**config.mk**
```make
export PLATFORM = sky130hd
export DESIGN_NAME = sorted_row_bucket_statistics
export DESIGN_NICKNAME = d
export VERILOG_FILES = /design/src/sv/srbs_pkg.sv /design/src/sv/srbs_front.sv /design/src/sv/srbs_queue.sv /design/src/sv/srbs_back.sv /design/src/sv/sorted_row_bucket_statistics.sv
export SDC_FILE = /design/constraint.sdc
export NUM_CORES = 1
export LEC_CHECK = 0
export BUFFER_PORTS_ARGS = -buffer_cell sky130_fd_sc_hd__buf_2
export CORE_MARGIN = 2
export CORE_UTILIZATION = 50
export CTS_CLUSTER_SIZE = 24
export DETAILED_ROUTE_END_ITERATION = 8
export PLACE_DENSITY = 0.67
export SYNTH_ARGS = -nofsm -noshare
export SYNTH_HDL_FRONTEND = slang
export SYNTH_SLANG_ARGS = --single-unit
export TNS_END_PERCENT = 100
```
**constraint.sdc**
```tcl
create_clock -name clk -period 15.6 [get_ports clk]
set_input_delay 0.78 -clock clk [delete_from_list [all_inputs] [get_ports clk]]
set_output_delay 0.78 -clock clk [all_outputs]
set_load 0.03 [all_outputs]
```
**src/sv/srbs_pkg.sv**
```systemverilog
// ----------------------------------------------------------------------------
// srbs_pkg: shared widths and field positions
// Fixed field widths of the bucket statistics stream and the layout of the
// result beat.
// ----------------------------------------------------------------------------
package srbs_pkg;

  localparam int VALUE_W = 32;  // unsigned Q16.16 value
  localparam int RANGE_W = 33;  // signed Q16.16 difference
  localparam int IDX_W   = 7;   // bucket number as output
  localparam int CFG_W   = 17;  // row length register

  localparam logic [CFG_W-1:0] CFG_RESET = CFG_W'(1024);

  // result tdata layout, lowest bit first
  localparam int MEAN_LSB    = IDX_W;
  localparam int RANGE_LSB   = MEAN_LSB + VALUE_W;
  localparam int MSTEP_LSB   = RANGE_LSB + RANGE_W;
  localparam int MAX_LSB     = MSTEP_LSB + RANGE_W;
  localparam int OUT_FIELD_W = MAX_LSB + VALUE_W;
  localparam int OUT_DATA_W  = ((OUT_FIELD_W + 7) / 8) * 8;

endpackage

```
**src/sv/srbs_front.sv**
```systemverilog
// ----------------------------------------------------------------------------
// srbs_front: bucket accumulator
// Derives bucket sizes from the row length, takes one value per beat and
// emits one record per finished bucket.
// ----------------------------------------------------------------------------
module srbs_front
  import srbs_pkg::*;
#(
  parameter int BUCKETS = 128,
  parameter int MAX_ROW = 65536,
  parameter int LEN_W   = 17,
  parameter int SIZE_W  = 10
) (
  input  logic                     clk,
  input  logic                     rst_n,
  input  logic                     cfg_valid,
  output logic                     cfg_ready,
  input  logic [CFG_W-1:0]         cfg_data,
  input  logic                     in_tvalid,
  output logic                     in_tready,
  input  logic [VALUE_W-1:0]       in_tdata,
  input  logic                     push_ready,
  output logic                     push,
  output logic [IDX_W-1:0]         rec_idx,
  output logic [VALUE_W+SIZE_W-1:0] rec_sum,
  output logic [RANGE_W-1:0]       rec_range,
  output logic [VALUE_W-1:0]       rec_max,
  output logic [SIZE_W-1:0]        rec_size,
  output logic                     rec_last
);

  localparam int CMP_W  = (LEN_W > CFG_W) ? LEN_W : CFG_W;
  localparam int BIDX_W = $clog2(BUCKETS);
  localparam int SUM_W  = VALUE_W + SIZE_W;

  // reciprocal of BUCKETS, exact for every length below 2**LEN_W
  localparam int RECIP_S = LEN_W + BIDX_W;
  localparam int RECIP_W = LEN_W + 2;
  localparam int PROD_W  = LEN_W + RECIP_W;
  localparam longint unsigned RECIP =
    ((64'd1 << RECIP_S) + 64'(BUCKETS) - 64'd1) / 64'(BUCKETS);

  function automatic logic [LEN_W-1:0] eff_len(input logic [CFG_W-1:0] len);
    logic [CMP_W-1:0] l;
    l = CMP_W'(len);
    if (l > CMP_W'(MAX_ROW)) l = CMP_W'(MAX_ROW);
    if (l < CMP_W'(BUCKETS)) l = CMP_W'(BUCKETS);
    return LEN_W'(l);
  endfunction

  // size derivation: quotient by reciprocal multiply, then the remainder
  logic               div_busy_r;
  logic               div_phase_r;
  logic [LEN_W-1:0]   div_num_r;
  logic [SIZE_W-1:0]  base_r;
  logic [BIDX_W-1:0]  extra_r;

  logic [PROD_W-1:0]  quot_prod;
  logic [LEN_W-1:0]   rem_full;

  assign quot_prod = PROD_W'(div_num_r) * PROD_W'(RECIP);
  assign rem_full  = div_num_r - LEN_W'(base_r) * LEN_W'(BUCKETS);

  // accumulators
  logic [BIDX_W-1:0]  cur_r, cur_nxt;
  logic [SIZE_W-1:0]  pos_r, pos_nxt;
  logic [VALUE_W-1:0] first_r, first_nxt;
  logic [VALUE_W-1:0] prev_r;
  logic [SUM_W-1:0]   sum_r, sum_nxt;
  logic [VALUE_W-1:0] max_r, max_nxt;

  logic               accept;
  logic [RANGE_W-1:0] step;
  logic [SIZE_W-1:0]  size;
  logic [SIZE_W-1:0]  pos_inc;
  logic               bucket_close;
  logic               last_bucket;

  assign cfg_ready    = 1'b1;
  assign in_tready    = !div_busy_r && push_ready;
  assign accept       = in_tvalid && in_tready;
  assign step         = {1'b0, in_tdata} - {1'b0, prev_r};
  assign size         = base_r + SIZE_W'(cur_r < extra_r);
  assign pos_inc      = pos_r + SIZE_W'(1);
  assign bucket_close = pos_inc == size;
  assign last_bucket  = cur_r == BIDX_W'(BUCKETS - 1);

  always_comb begin
    if (pos_r == '0) begin
      first_nxt = in_tdata;
      sum_nxt   = SUM_W'(in_tdata);
      max_nxt   = '0;
    end else begin
      first_nxt = first_r;
      sum_nxt   = sum_r + SUM_W'(in_tdata);
      max_nxt   = (!step[RANGE_W-1] && step[VALUE_W-1:0] > max_r) ?
                  step[VALUE_W-1:0] : max_r;
    end
    if (bucket_close) begin
      pos_nxt = '0;
      cur_nxt = last_bucket ? '0 : cur_r + BIDX_W'(1);
    end else begin
      pos_nxt = pos_inc;
      cur_nxt = cur_r;
    end
  end

  assign push      = accept && bucket_close;
  assign rec_idx   = IDX_W'(cur_r);
  assign rec_sum   = sum_nxt;
  assign rec_range = {1'b0, in_tdata} - {1'b0, first_nxt};
  assign rec_max   = max_nxt;
  assign rec_size  = size;
  assign rec_last  = last_bucket;

  always_ff @(posedge clk) begin
    if (!rst_n) begin
      div_busy_r  <= 1'b1;
      div_phase_r <= 1'b0;
      div_num_r   <= eff_len(CFG_RESET);
      cur_r       <= '0;
      pos_r       <= '0;
    end else if (cfg_valid && cfg_ready) begin
      // new length: rederive sizes and restart the row
      div_busy_r  <= 1'b1;
      div_phase_r <= 1'b0;
      div_num_r   <= eff_len(cfg_data);
      cur_r       <= '0;
      pos_r       <= '0;
    end else begin
      if (div_busy_r) begin
        if (!div_phase_r) begin
          base_r      <= quot_prod[RECIP_S +: SIZE_W];
          div_phase_r <= 1'b1;
        end else begin
          extra_r    <= BIDX_W'(rem_full);
          div_busy_r <= 1'b0;
        end
      end
      if (accept) begin
        cur_r <= cur_nxt;
        pos_r <= pos_nxt;
      end
    end
  end

  always_ff @(posedge clk) begin
    if (accept) begin
      first_r <= first_nxt;
      prev_r  <= in_tdata;
      sum_r   <= sum_nxt;
      max_r   <= max_nxt;
    end
  end

endmodule

```
**src/sv/srbs_queue.sv**
```systemverilog
// ----------------------------------------------------------------------------
// srbs_queue: record queue
// Short register queue between accumulator and divider back end.
// ----------------------------------------------------------------------------
module srbs_queue #(
  parameter int WIDTH = 8,
  parameter int DEPTH = 4
) (
  input  logic             clk,
  input  logic             rst_n,
  input  logic             push,
  input  logic [WIDTH-1:0] push_data,
  output logic             push_ready,
  input  logic             pop,
  output logic             pop_valid,
  output logic [WIDTH-1:0] pop_data
);

  localparam int PTR_W = (DEPTH > 1) ? $clog2(DEPTH) : 1;
  localparam int CNT_W = $clog2(DEPTH + 1);

  logic [WIDTH-1:0] mem_r [DEPTH];
  logic [PTR_W-1:0] wr_ptr_r, rd_ptr_r;
  logic [CNT_W-1:0] count_r;
  logic             do_push, do_pop;

  assign push_ready = count_r != CNT_W'(DEPTH);
  assign pop_valid  = count_r != '0;
  assign pop_data   = mem_r[rd_ptr_r];
  assign do_push    = push && push_ready;
  assign do_pop     = pop && pop_valid;

  always_ff @(posedge clk) begin
    if (!rst_n) begin
      wr_ptr_r <= '0;
      rd_ptr_r <= '0;
      count_r  <= '0;
    end else begin
      if (do_push) begin
        wr_ptr_r <= (wr_ptr_r == PTR_W'(DEPTH - 1)) ? '0 : wr_ptr_r + PTR_W'(1);
      end
      if (do_pop) begin
        rd_ptr_r <= (rd_ptr_r == PTR_W'(DEPTH - 1)) ? '0 : rd_ptr_r + PTR_W'(1);
      end
      if (do_push && !do_pop) begin
        count_r <= count_r + CNT_W'(1);
      end else if (do_pop && !do_push) begin
        count_r <= count_r - CNT_W'(1);
      end
    end
  end

  always_ff @(posedge clk) begin
    if (do_push) begin
      mem_r[wr_ptr_r] <= push_data;
    end
  end

endmodule

```
**src/sv/srbs_back.sv**
```systemverilog
// ----------------------------------------------------------------------------
// srbs_back: bucket divider back end
// Two restoring dividers in lockstep give mean value and mean step; the
// result is held in the output register until taken.
// ----------------------------------------------------------------------------
module srbs_back
  import srbs_pkg::*;
#(
  parameter int SIZE_W = 10
) (
  input  logic                      clk,
  input  logic                      rst_n,
  input  logic                      q_valid,
  output logic                      q_pop,
  input  logic [IDX_W-1:0]          rec_idx,
  input  logic [VALUE_W+SIZE_W-1:0] rec_sum,
  input  logic [RANGE_W-1:0]        rec_range,
  input  logic [VALUE_W-1:0]        rec_max,
  input  logic [SIZE_W-1:0]         rec_size,
  input  logic                      rec_last,
  output logic                      out_tvalid,
  input  logic                      out_tready,
  output logic [OUT_DATA_W-1:0]     out_tdata,
  output logic                      out_tuser,
  output logic                      out_tlast
);

  localparam int SUM_W = VALUE_W + SIZE_W;
  localparam int CNT_W = $clog2(SUM_W);
  localparam int PAD_W = OUT_DATA_W - OUT_FIELD_W;

  typedef enum logic [1:0] {
    ST_IDLE,
    ST_DIV,
    ST_HOLD
  } state_t;

  state_t              state_r;
  logic [CNT_W-1:0]    cnt_r;
  logic [SUM_W-1:0]    num_a_r, num_b_r;
  logic [SIZE_W-1:0]   rem_a_r, rem_b_r;
  logic [SIZE_W-1:0]   den_a_r, den_b_r;
  logic [IDX_W-1:0]    idx_r;
  logic [RANGE_W-1:0]  range_r;
  logic [VALUE_W-1:0]  max_r;
  logic                neg_r, single_r, last_r;
  logic                out_tvalid_r, out_tuser_r, out_tlast_r;
  logic [OUT_DATA_W-1:0] out_tdata_r;

  // one quotient bit per cycle for each divider
  logic [SIZE_W:0]     sh_a, sh_b;
  logic                ge_a, ge_b;
  logic [SIZE_W:0]     sub_a, sub_b;
  logic [RANGE_W-1:0]  range_mag;
  logic [RANGE_W-1:0]  mstep;
  logic                load_out;

  assign sh_a  = {rem_a_r, num_a_r[SUM_W-1]};
  assign sh_b  = {rem_b_r, num_b_r[SUM_W-1]};
  assign ge_a  = sh_a >= {1'b0, den_a_r};
  assign ge_b  = sh_b >= {1'b0, den_b_r};
  assign sub_a = ge_a ? sh_a - {1'b0, den_a_r} : sh_a;
  assign sub_b = ge_b ? sh_b - {1'b0, den_b_r} : sh_b;

  assign range_mag = rec_range[RANGE_W-1] ? ~rec_range + RANGE_W'(1) : rec_range;

  always_comb begin
    if (single_r) begin
      mstep = '0;
    end else if (neg_r) begin
      mstep = ~{1'b0, num_b_r[VALUE_W-1:0]} + RANGE_W'(1);
    end else begin
      mstep = {1'b0, num_b_r[VALUE_W-1:0]};
    end
  end

  // load the output register once it is free or being taken
  assign load_out   = (state_r == ST_HOLD) && (!out_tvalid_r || out_tready);
  assign q_pop      = (state_r == ST_IDLE) && q_valid;
  assign out_tvalid = out_tvalid_r;
  assign out_tdata  = out_tdata_r;
  assign out_tuser  = out_tuser_r;
  assign out_tlast  = out_tlast_r;

  always_ff @(posedge clk) begin
    if (!rst_n) begin
      state_r      <= ST_IDLE;
      out_tvalid_r <= 1'b0;
    end else begin
      if (load_out) begin
        out_tvalid_r <= 1'b1;
      end else if (out_tready) begin
        out_tvalid_r <= 1'b0;
      end
      unique case (state_r)
        ST_IDLE: begin
          if (q_valid) begin
            num_a_r  <= rec_sum;
            num_b_r  <= SUM_W'(range_mag[VALUE_W-1:0]);
            rem_a_r  <= '0;
            rem_b_r  <= '0;
            den_a_r  <= rec_size;
            den_b_r  <= rec_size - SIZE_W'(1);
            idx_r    <= rec_idx;
            range_r  <= rec_range;
            max_r    <= rec_max;
            neg_r    <= rec_range[RANGE_W-1];
            single_r <= rec_size == SIZE_W'(1);
            last_r   <= rec_last;
            cnt_r    <= '0;
            state_r  <= ST_DIV;
          end
        end
        ST_DIV: begin
          num_a_r <= {num_a_r[SUM_W-2:0], ge_a};
          num_b_r <= {num_b_r[SUM_W-2:0], ge_b};
          rem_a_r <= SIZE_W'(sub_a);
          rem_b_r <= SIZE_W'(sub_b);
          cnt_r   <= cnt_r + CNT_W'(1);
          if (cnt_r == CNT_W'(SUM_W - 1)) begin
            state_r <= ST_HOLD;
          end
        end
        ST_HOLD: begin
          // wait for a free output register
          if (load_out) begin
            out_tdata_r  <= {{PAD_W{1'b0}}, max_r, mstep, range_r,
                             num_a_r[VALUE_W-1:0], idx_r};
            out_tuser_r  <= single_r;
            out_tlast_r  <= last_r;
            state_r      <= ST_IDLE;
          end
        end
        default: begin
          state_r <= ST_IDLE;
        end
      endcase
    end
  end

endmodule

```
**src/sv/sorted_row_bucket_statistics.sv**
```systemverilog
// ----------------------------------------------------------------------------
// sorted_row_bucket_statistics: per-bucket statistics of a sorted row
// Splits each row of distances into BUCKETS buckets and reports mean, range,
// mean step and largest step for every bucket.
// ----------------------------------------------------------------------------
// Values of a row stream in one per beat, in order, and rows follow back to
// back. A row of row_length values (clamped to BUCKETS..MAX_ROW) is cut into
// BUCKETS buckets of row_length / BUCKETS values; the first
// row_length % BUCKETS buckets take one value more. One result beat leaves
// at the end of each bucket; tlast marks the last bucket of a row and tuser
// flags a single-value bucket, whose mean step reads as zero.
// Flow: the front end takes one value per cycle while in_tready is high.
// Each bucket then occupies the back-end divider, which computes both means
// one quotient bit a cycle and takes no new bucket until the last has left
// ST_HOLD. Buckets at least as long as the divider's work per bucket stream
// at one value per cycle; with shorter buckets the divider sets the pace
// and the four-entry record queue fills until in_tready drops. After reset
// and after every row_length write the block derives the bucket sizes with
// a reciprocal multiply and a remainder step and holds in_tready low
// meanwhile. A row_length write restarts the row at bucket 0.
// ----------------------------------------------------------------------------
module sorted_row_bucket_statistics
  import srbs_pkg::*;
#(
  parameter int BUCKETS = 128,
  parameter int MAX_ROW = 65536
) (
  input  logic                  clk,
  input  logic                  rst_n,
  // row length register
  input  logic                  cfg_valid,
  output logic                  cfg_ready,
  input  logic [CFG_W-1:0]      cfg_data,
  // sorted values
  input  logic                  in_tvalid,
  output logic                  in_tready,
  input  logic [VALUE_W-1:0]    in_tdata,    // [31:0] dist_value
  // bucket results
  output logic                  out_tvalid,
  input  logic                  out_tready,
  output logic [OUT_DATA_W-1:0] out_tdata,   // [6:0] bucket_index, [38:7]
                                             // mean_value, [71:39]
                                             // value_range, [104:72]
                                             // mean_step, [136:105]
                                             // max_step, rest zero
  output logic                  out_tuser,   // [0] step_undefined
  output logic                  out_tlast    // row_done
);

  localparam int LMAX   = (MAX_ROW > BUCKETS) ? MAX_ROW : BUCKETS;
  localparam int LEN_W  = $clog2(LMAX + 1);
  localparam int SIZE_W = $clog2(LMAX / BUCKETS + 2);
  localparam int SUM_W  = VALUE_W + SIZE_W;
  localparam int REC_W  = IDX_W + SUM_W + RANGE_W + VALUE_W + SIZE_W + 1;
  localparam int Q_DEPTH = 4;

  // front end record
  logic                push, push_ready;
  logic [IDX_W-1:0]    f_idx;
  logic [SUM_W-1:0]    f_sum;
  logic [RANGE_W-1:0]  f_range;
  logic [VALUE_W-1:0]  f_max;
  logic [SIZE_W-1:0]   f_size;
  logic                f_last;

  // back end record
  logic                q_valid, q_pop;
  logic [REC_W-1:0]    q_data;
  logic [IDX_W-1:0]    b_idx;
  logic [SUM_W-1:0]    b_sum;
  logic [RANGE_W-1:0]  b_range;
  logic [VALUE_W-1:0]  b_max;
  logic [SIZE_W-1:0]   b_size;
  logic                b_last;

  srbs_front #(
    .BUCKETS (BUCKETS),
    .MAX_ROW (MAX_ROW),
    .LEN_W   (LEN_W),
    .SIZE_W  (SIZE_W)
  ) u_front (
    .clk        (clk),
    .rst_n      (rst_n),
    .cfg_valid  (cfg_valid),
    .cfg_ready  (cfg_ready),
    .cfg_data   (cfg_data),
    .in_tvalid  (in_tvalid),
    .in_tready  (in_tready),
    .in_tdata   (in_tdata),
    .push_ready (push_ready),
    .push       (push),
    .rec_idx    (f_idx),
    .rec_sum    (f_sum),
    .rec_range  (f_range),
    .rec_max    (f_max),
    .rec_size   (f_size),
    .rec_last   (f_last)
  );

  srbs_queue #(
    .WIDTH (REC_W),
    .DEPTH (Q_DEPTH)
  ) u_queue (
    .clk        (clk),
    .rst_n      (rst_n),
    .push       (push),
    .push_data  ({f_last, f_size, f_max, f_range, f_sum, f_idx}),
    .push_ready (push_ready),
    .pop        (q_pop),
    .pop_valid  (q_valid),
    .pop_data   (q_data)
  );

  assign {b_last, b_size, b_max, b_range, b_sum, b_idx} = q_data;

  srbs_back #(
    .SIZE_W (SIZE_W)
  ) u_back (
    .clk        (clk),
    .rst_n      (rst_n),
    .q_valid    (q_valid),
    .q_pop      (q_pop),
    .rec_idx    (b_idx),
    .rec_sum    (b_sum),
    .rec_range  (b_range),
    .rec_max    (b_max),
    .rec_size   (b_size),
    .rec_last   (b_last),
    .out_tvalid (out_tvalid),
    .out_tready (out_tready),
    .out_tdata  (out_tdata),
    .out_tuser  (out_tuser),
    .out_tlast  (out_tlast)
  );

  // a single-value bucket has no spread and no step
  a_single_zero: assert property (@(posedge clk) disable iff (!rst_n)
    out_tvalid && out_tuser |->
      out_tdata[MSTEP_LSB +: RANGE_W] == '0 && out_tdata[RANGE_LSB +: RANGE_W] == '0 &&
      out_tdata[MAX_LSB +: VALUE_W] == '0)
    else $error("single-value bucket with nonzero step fields");

  // end of row only on the last bucket
  a_row_done_idx: assert property (@(posedge clk) disable iff (!rst_n)
    out_tvalid && out_tlast |-> out_tdata[IDX_W-1:0] == IDX_W'(BUCKETS - 1))
    else $error("row_done on a bucket other than the last");

  // a length write blocks input while sizes are rederived
  a_cfg_stall: assert property (@(posedge clk) disable iff (!rst_n)
    cfg_valid && cfg_ready |=> !in_tready)
    else $error("input accepted right after a length write");

endmodule
```
* After elaboration in Yosys (flattened, before gate mapping)
Memories as Yosys holds them, arrays and structs flattened. A register that Yosys moved wholly into a read port is not among the register bits. Cells that the tools add are included.
Word-level totals: bits in registers 545, memory bits (writable) 500, output and inout port bits 149, logic and storage cells 146, memories kept 1
Cells by class: add/sub/neg operators 17, $lt $le $gt $ge 6, equality and inequality tests 12, multiplexer cells 39, bitwise gates (word level) 6, reductions and logical operators 31
Memory list:
- u_queue.mem_r | words 4, width 125, rd ports 1, clocked after memory_dff 1, wr ports 1, RTL line srbs_queue.sv:22 | logic [WIDTH-1:0] mem_r [DEPTH];
Operator list (number):
- $pmux W42 S2 | 2
- $mux W32 | 5
- $mux W42 | 3
- $mux W17 | 4
- $sub A32 B32 Y33 | 2
- $add A42 B32 Y42 | 1
- $mux W10 | 4
- $pmux W10 S2 | 2
- $add A33 B1 Y33 const B | 1
- $not A32 Y33 | 1
- $add A32 B1 Y32 const B | 1
- $gt A32 B32 Y1 | 1
- $not A32 Y32 | 1
- $ge A11 B10 Y1 | 2
- $sub A10 B10 Y10 | 2
- $gt A17 B17 Y1 const B | 1
- $lt A17 B8 Y1 const B | 1
- $mux W2 | 7
- $pmux W6 S2 | 1
- $reduce_and A3 Y1 | 4
- $add A10 B1 Y10 | 1
- $add A10 B1 Y10 const B | 1
- $eq A10 B1 Y1 const B | 1
- $eq A10 B10 Y1 | 1
- 30 further kinds | 61

* Longest topological paths before layout
Gate-level depths: netlist of run 1.
depth after elaboration 9, mapped depth 24, depth with buffers taken out 23

* Hierarchy
Synthesis of run 1 repeated with hierarchy kept, for this count alone.
Unflattened totals: cell total of the unflattened synthesis 3331, area total of the unflattened synthesis 47405.5 um2
By module, submodules not included:
- srbs_queue | instances 1, cells an instance 704, area an instance 18490.2 um2
- srbs_back | instances 1, cells an instance 1025, area an instance 14496.4 um2
- srbs_front | instances 1, cells an instance 1602, area an instance 14418.8 um2

* Worst setup path after synthesis of run 1
Ideal clock, no wire load.
kind in2reg, start input rst_n, end register u_back.out_tdata_r[0] (netlist: u_back.out_tdata[0]), enable pin, library setup time 836 ps, data arrival time 11058 ps, required time 14764 ps, path slack 3706 ps, stages 2, path buffers 0, path through clkinv_1 nor3b_1
Between the ends: longest elaborated chain between the ends 1
Ends and longest elaborated chain:
- from (decl) | RTL line sorted_row_bucket_statistics.sv:29 | input logic rst_n,
- $reduce_and A3 Y1 (no line)
- to (signal assigned) | RTL line srbs_back.sv:127 | out_tdata_r <= {{PAD_W{1'b0}}, max_r, mstep, range_r,
- to (decl) | RTL line srbs_back.sv:48 | logic [OUT_DATA_W-1:0] out_tdata_r;
No other way between the ends. A chain may end at the register's enable or synchronous reset.

* Worst setup path after layout of run 1
start register u_front.cur_r[1] (netlist: u_front.rec_idx[1]), end memory u_queue.mem_r[0][32] (netlist name), enable pin
Between the ends: longest elaborated chain between the ends 7
Ends and longest elaborated chain:
- from (decl) | RTL line srbs_front.sv:65 | logic [BIDX_W-1:0] cur_r, cur_nxt;
- from (signal assigned) | RTL line srbs_front.sv:141 | cur_r <= cur_nxt;
- $lt A7 B7 Y1 | RTL line srbs_front.sv:83 | assign size = base_r + SIZE_W'(cur_r < extra_r);
- $add A10 B1 Y10 | RTL line srbs_front.sv:83
- via f_size[3] | RTL line sorted_row_bucket_statistics.sv:63 | logic [SIZE_W-1:0] f_size;
- $eq A10 B10 Y1 | RTL line srbs_front.sv:85 | assign bucket_close = pos_inc == size;
- $logic_and A1 B1 Y1 | RTL line srbs_front.sv:108 | assign push = accept && bucket_close;
- $logic_and A1 B1 Y1 | RTL line srbs_queue.sv:30 | assign do_push = push && push_ready;
- $mux W1 | RTL line srbs_queue.sv:54 | if (do_push) begin
- $mux W1 (implied by the code) | RTL line srbs_queue.sv:55 | mem_r[wr_ptr_r] <= push_data;
- to (decl) | RTL line srbs_queue.sv:22
The timed path passes the listed nets, and every way through them passes these cells.

==> metrics.txt, run 1 <==
status finished clean; Crit path top cell by count buf_4; Area contributors post-synth edfxtp_1, mux4_2, ha_1, nand2_1, dfxtp_1; initial core utilization around half; largest net degree at the start of global routing 85; number of diodes 0; Overall Global Routing Usage a little over a fifth; Resized cells post-CTS 0; grt ovf 0; share of cells above drive strength 1 about 15%; synth cell count leaders edfxtp_1, nand2_1, nor2_1; Simple-Gate Fraction of Synth Area under 10%; NumNets Final between 3k and 4k; sequential fraction of the synthesis area 66.1%; hpwl dp between 60000 and 70000 um; CP peak stage delay ~0.84 ns; Post-Route WL around 100000 um; WHS 0.321 ns; Worst EP required between 15 and 20 ns; H-Tree Depth 3; IO Count slightly above 200; Area after DPL between 40000 and 50000 sq um; metal1 wirelength between 40000 and 50000 um; Async SR Flop Fraction 0%; hold buffer count at cts 0; Max Clk Rate around 160 MHz; Synth Area per Inst 14.2 sq um; Slew @ Worst Pin 1.17 ns; clock slew at reported path FFs approximately 0.07 ns; post-route cell area roughly 53000 sq um; critical path cell sequence ha_1 > a21o_1 > a21o_1 > a21oi_1 > nor2b_1 > o21ai_0 > nand2b_1 > a21oi_1 > ha_1 > nand3_1 > xnor2_1 > xnor2_1 > or4_1 > nor3_1 > buf_4 > and2_4 > buf_4 > buf_4; PwrDens approximately 150 nW/um^2; setup TNS 0 ns; largest family of logic cells by synthesized area simple AND/OR/NAND/NOR gates; Post-synth EDFFs approximately 1000; RSZ-0062 raised after global routing no; Synth Area in Compound Gates under 10%; synthesized instance count approximately 3.3k; DRC viols 0; wire length of the first global-routing pass between 150000 and 200000 um; # Post-CTS Setup Buffers 0; post-route ant nets 0; Leak 0.0191 uW; Worst-Skew Late Latency 0.69 ns; clock skew roughly 0.034 ns; Max Transition Viols Final 0; core box area 93000 sq um; via count ~27k; DR vias/cell about 5.6; slowest CP cell buf_4; post-synthesis mux area share under 10%; Yosys reg bits roughly 1.0k; crit end category flip-flop; top-count cell post-synth edfxtp_1; Die Wd approximately 310 um; clk buf depth 3; WP buf/inv 3; clock tree root buffer cell clkbuf_16; crit path kind reg -> reg; IO buf count just under 200; initial antenna violation count 9; Post-Synth Adder-Cell Area slightly below 5%; Fin. Hold Viols 0; Synth Area in XOR/XNOR 3.69%; top cell type's share of synthesized area 64.0%; synth unique cells 74; GP Congestion 0.879; crit start category flip-flop; cell family with most CP delay buffers and inverters; class of the worst hold path in -> reg; Post-Syn Area ~47000 sq um; max_cap viols 0; routed wire length per instance between 20 and 25 um; Rel. slew slack about a fifth; final worst-path cycle share 39.5%; vias in the first global route between 20k and 30k; Critical Path Fanout Max 57; WL met3 around 5600 um; Synth area leader edfxtp_1; CTS tree built; Arrival @ worst endpoint 6.45 ns; # rows between 100 and 150; final core utilization 56.7%; CTS buffer count roughly 110; Period minus WS final approximately 6.2 ns; Final Setup Violations 0; P&R area growth vs syn 12.8%; synth warn 0; Iter 0 DRT Violations around 2k; first-pass detailed-route iteration total 5; Clock Sinks 1046; Top FF cell, synth edfxtp_1; Detail Route met2 WL between 40000 and 50000 um; maximum VDD drop roughly 0.00011 V; top routing layer used met5; Die H roughly 310 um; die area roughly 96000 sq um
-- cell type report --
cell class	count	area, sq um
inverters	177	669
clock buffers	130	2800
flip-flops and latches	1046	30900
fillers	7531	40300
well taps	1254	1570
repair buffers	225	1200
multi-input cells	1956	14700
clock inverters	68	873
-- path summary, 6_finish.rpt --
kind                                                 startpoint                                  to  slack, ns  cells past startpoint
worst max-delay path            u_front.rec_idx[1]$_SDFFE_PN0P_      u_queue.mem_r[0][32]$_DFFE_PP_       9.44                     18
worst min-delay path                                      rst_n  u_front.div_num_r[10]$_SDFFE_PN1P_       0.32                      2
worst max register to register  u_front.rec_idx[1]$_SDFFE_PN0P_      u_queue.mem_r[0][32]$_DFFE_PP_       9.44                     18
worst min register to register       u_back.max_r[11]$_DFFE_PP_     u_back.out_tdata[116]$_DFFE_PP_       0.41                      0
-- cell families after synthesis --
| logic type | after synthesis |
|---|---|
| buf+inv | 311 |
| mux | 176 |
| other cells | 2 |
| xor+xnor | 197 |
| fa+ha+maj | 177 |
| simple gates | 872 |
| flops | 1046 |
| compound gates | 526 |
-- worst register-to-register path, cell delays in order, from the launching register on --
cell	delay (ns)
dfxtp_1	0.46
ha_1	0.28
a21o_1	0.15
a21o_1	0.17
a21oi_1	0.14
nor2b_1	0.06
o21ai_0	0.14
nand2b_1	0.09
a21oi_1	0.16
ha_1	0.19
nand3_1	0.17
xnor2_1	0.50
xnor2_1	0.14
or4_1	0.57
nor3_1	0.20
buf_4	0.25
and2_4	0.52
buf_4	0.69
buf_4	0.87
-- state kept, by name, indices dropped and copies added (netlist names), 3 cells and up, named ones only --
register / flops
u_back.idx_r: 7
u_back.num_a_r: 42
u_back.den_b_r: 10
u_front.prev_r: 32
u_front.rec_idx: 7
u_front.extra_r: 7
u_front.div_num_r: 17
u_front.first_r: 32
u_back.cnt_r: 6
u_back.rem_a_r: 10
u_queue.count_r: 3
u_back.out_tdata: 137
u_queue.mem_r: 500
u_front.base_r: 10
u_back.den_a_r: 10
u_front.pos_r: 10
u_back.max_r: 32
u_back.rem_b_r: 10
u_front.max_r: 32
u_front.sum_r: 42
u_back.range_r: 32
u_back.num_b_r: 42
-- layer usage --
metal  GRT usage, %  up-vias
li1               -    12812
met5              0        -
met4           5.73       14
met1           30.3    13530
met2           35.4      706
met3           3.26      152
-- layout by cell type (no fill, tap or decap), drive strengths merged, types with 8 or more instances in the layout --
cell type  synthesis  layout
o31ai             23      23
mux4             124     124
a211oi            17      17
nor2b             23      23
nor2             212     212
o21bai            12      12
nor3              39      39
clkbuf            92     130
clkinv             1      38
nand4             27      27
buf               42     225
xnor2             99      99
a21oi            137     137
nor4              13      13
a21boi             8       8
edfxtp           998     998
a21o              71      71
dfxtp             48      48
nand2            341     341
xor2              98      98
or3               23      23
bufinv             0      18
and2              49      49
mux2i             49      49
nand3             60      60
ha               171     171
a22o              18      18
o21a              13      13
and3              14      14
nand2b            22      22
nor3b             11      11
or2               11      11
conb               2       8
inv              176     182
o21ai            157     157
a31oi             11      11
or4                9       9
-- through the flow --
stage | total power [uW] | setup WS (ns) | std cells
detailed placement | 5370 | 9.46 | 4658
finish | 7970 | 9.44 | 4856
global placement | 5340 | 9.57 | 4658
floorplan | 4910 | 3.71 | 3313
CTS | 8040 | 9.42 | 4856
global route | 8340 | 8.97 | 4856
-- where the power goes --
part	switching, uW	internal (uW)	leakage, uW
Sequential	181	3500	0.00954
Combinational	995	620	0.00777
Clock	1080	1580	0.00178
Power figures use the tool's default switching activity.
==> run 2: changes to the inputs <==
clock period = 5.7 ns   (was 15.6 ns; I/O delays follow)
==> run 2 against run 1 <==
Compared with the run above:
- critical path depth rose by 1
- clock power rose to 2.7 times the previous value
- setup slack got worse by 8.8 ns
- critical path type unchanged
==> metrics.txt, run 2 (synthesis results as in run 1) <==
status finished clean (unchanged); via count 27.4k (was 27.2k); clk buf depth 3 (unchanged); Worst Reg-to-Reg Cells 19 (was 18); clock skew 0.0223 ns (was 0.0339 ns); hpwl dp 68600 um (was 68100 um); initial core utilization 50.3% (unchanged); worst r2r dst u_queue.mem_r[0][112]$_DFFE_PP_ (was u_queue.mem_r[0][32]$_DFFE_PP_); Resized cells post-CTS 0 (unchanged); H-Tree Depth 3 (unchanged); max_cap viols 0 (unchanged); setup TNS 0 ns (unchanged); Worst EP required 6.11 ns (was 15.89 ns); area of the multi-input gates 14700 sq um (about the same); Clock Sinks 1046 (unchanged); DRC viols 0 (unchanged); class of the worst hold path in -> reg (unchanged); wire length of the first global-routing pass 159000 um (was 158000 um); die area 96100 sq um (unchanged); dpl cells 4677 (was 4658); Critical Path Fanout Max 7 (was 57); Worst-Skew Late Latency 0.70 ns (was 0.69 ns); Period minus WS final 5.07 ns (was 6.16 ns); post-route cell area 53700 sq um (was 52800 sq um); Biggest register u_queue.mem_r (unchanged); most frequent cells in the layout edfxtp_1, nand2_1, nor2_1, buf_2, inv_1 (unchanged); RSZ-0062 raised after global routing no (unchanged); CTS buffer count 107 (was 106); DR vias/cell 5.56 (was 5.60); vias in the first global route 27.2k (was 26.8k); share of cells above drive strength 1 15.6% (was 15.2%); grt ovf 0 (unchanged); Slew @ Worst Pin 1.13 ns (was 1.17 ns); Max Transition Viols Final 0 (unchanged); Area after DPL 49500 sq um (was 49100 sq um); Fin. Hold Viols 0 (unchanged); fin cells 4933 (was 4856); Rel. slew slack 23.5% (was 20.7%); clock tree root buffer cell clkbuf_16 (unchanged); IO buf count 194 (unchanged); Detail Route met2 WL 49600 um (was 49200 um); fillers 7409 (was 7531); hold buffer count at cts 53 (was 0); routed wire length per instance 21.0 um (was 21.2 um); Die Wd 310 um (unchanged); clock slew at reported path FFs 0.06 ns (was 0.07 ns); crit start category flip-flop (unchanged); CTS tree built (unchanged); crit end category flip-flop (unchanged); Post-Route WL 103000 um (about the same); Overall Global Routing Usage 21.7% (was 21.6%); P&R area growth vs syn 14.7% (was 12.8%); maximum VDD drop 0.000434 V (was 0.000109 V); Iter 0 DRT Violations 2274 (was 2021); Sequential Area 30900 sq um (unchanged); largest net degree at the start of global routing 136 (was 85); WL met3 5030 um (was 5560 um); core box area 93000 sq um (unchanged); Max Clk Rate 197 MHz (was 162 MHz); commonest non-fill, non-tap cell in the layout edfxtp_1 (unchanged); Arrival @ worst endpoint 5.48 ns (was 6.45 ns); NumNets Final 3816 (was 3743); metal1 wirelength 46000 um (was 45900 um); # rows 112 (unchanged); # Post-CTS Setup Buffers 0 (unchanged); IO Count 203 (unchanged); final worst-path cycle share 88.9% (was 39.5%); Worst Setup EP u_queue.mem_r[0][112]$_DFFE_PP_ (was u_queue.mem_r[0][32]$_DFFE_PP_); crit path from u_front.prev_r[4]$_DFFE_PP_ (was u_front.rec_idx[1]$_SDFFE_PN0P_); post-route ant nets 0 (unchanged); Leak 0.0194 uW (was 0.0191 uW); top routing layer used met5 (unchanged); Critical R2R Launch u_front.prev_r[4]$_DFFE_PP_ (was u_front.rec_idx[1]$_SDFFE_PN0P_); crit path kind reg -> reg (unchanged); Die H 310 um (unchanged); GP Congestion 0.912 (was 0.879); initial antenna violation count 5 (was 9); PwrDens 407 nW/um^2 (was 151 nW/um^2); max reg flops 500 (unchanged); first-pass detailed-route iteration total 5 (unchanged); Final Setup Violations 0 (unchanged); reg-to-reg slack, setup 0.63 ns (was 9.44 ns)
==> run 2: how the worst min path moves through the flow <==
stage                                                     to                        from  slack [ns]  cells after the start
after floorplan           u_front.div_num_r[10]$_SDFFE_PN1P_                       rst_n        0.36                      1
after global placement       u_back.out_tdata[136]$_DFFE_PP_  u_back.max_r[31]$_DFFE_PP_        0.40                      0
after detailed placement     u_back.out_tdata[136]$_DFFE_PP_  u_back.max_r[31]$_DFFE_PP_        0.40                      0
after CTS                 u_front.div_num_r[15]$_SDFFE_PN0P_                 cfg_data[7]        0.31                      5
after global routing      u_front.div_num_r[15]$_SDFFE_PN0P_                cfg_data[15]        0.36                      3
final                      u_front.div_num_r[8]$_SDFFE_PN0P_                 cfg_data[8]        0.37                      3
==> run 2: per-stage QoR <==
step	util, %	total power, uW	hold WS (ns)	setup slack (ns)
after floorplan	-	13400	0.357	0.235
after global placement	53.2	14600	0.402	0.669
after detailed placement	53.2	14700	0.405	0.558
after CTS	57.7	22000	0.310	0.644
after global routing	57.7	22900	0.363	0.161
final	57.7	21800	0.368	0.634
==> run 2: worst max-delay path: stages, from the launching register on <==
cell,delay (ns)
edfxtp_1,0.32
inv_1,0.04
ha_1,0.32
a21o_1,0.20
a211o_1,0.28
o21ai_0,0.26
a21oi_1,0.10
nor2_1,0.16
o21ai_0,0.14
xor2_1,0.34
ha_1,0.33
a21o_1,0.17
a21o_1,0.17
a21oi_1,0.17
o21ai_0,0.10
a2111oi_0,0.48
o21ai_0,0.20
o311a_2,0.25
buf_4,0.21
o31ai_1,0.53
==> run 2: cell type report <==
cell class                 count  share of cell area (%)
clock buffer                 120                    5.12
tap                         1254                    2.92
multi-input combinational   1956                    27.4
sequential                  1046                    57.6
antenna                        2                 0.00932
clock inverter                81                    1.75
inverter                     177                    1.25
timing repair buffer         297                    3.89
==> run 2: layer usage <==
| layer | global-route usage, % | vias to the layer above |
|---|---|---|
| met4 | 6.26 | 4 |
| met2 | 35.5 | 689 |
| met1 | 30.0 | 13613 |
| li1 | - | 12970 |
| met3 | 3.66 | 158 |
| met5 | 0 | - |
==> run 2: report_power, final <==
group | internal [uW] | leakage [uW] | switching, uW | total (uW)
clock | 4240 | 0.00177 | 3040 | 7270
combinational | 1750 | 0.00813 | 2720 | 4470
sequential | 9580 | 0.00954 | 495 | 10100
total | 15600 | 0.0194 | 6250 | 21800
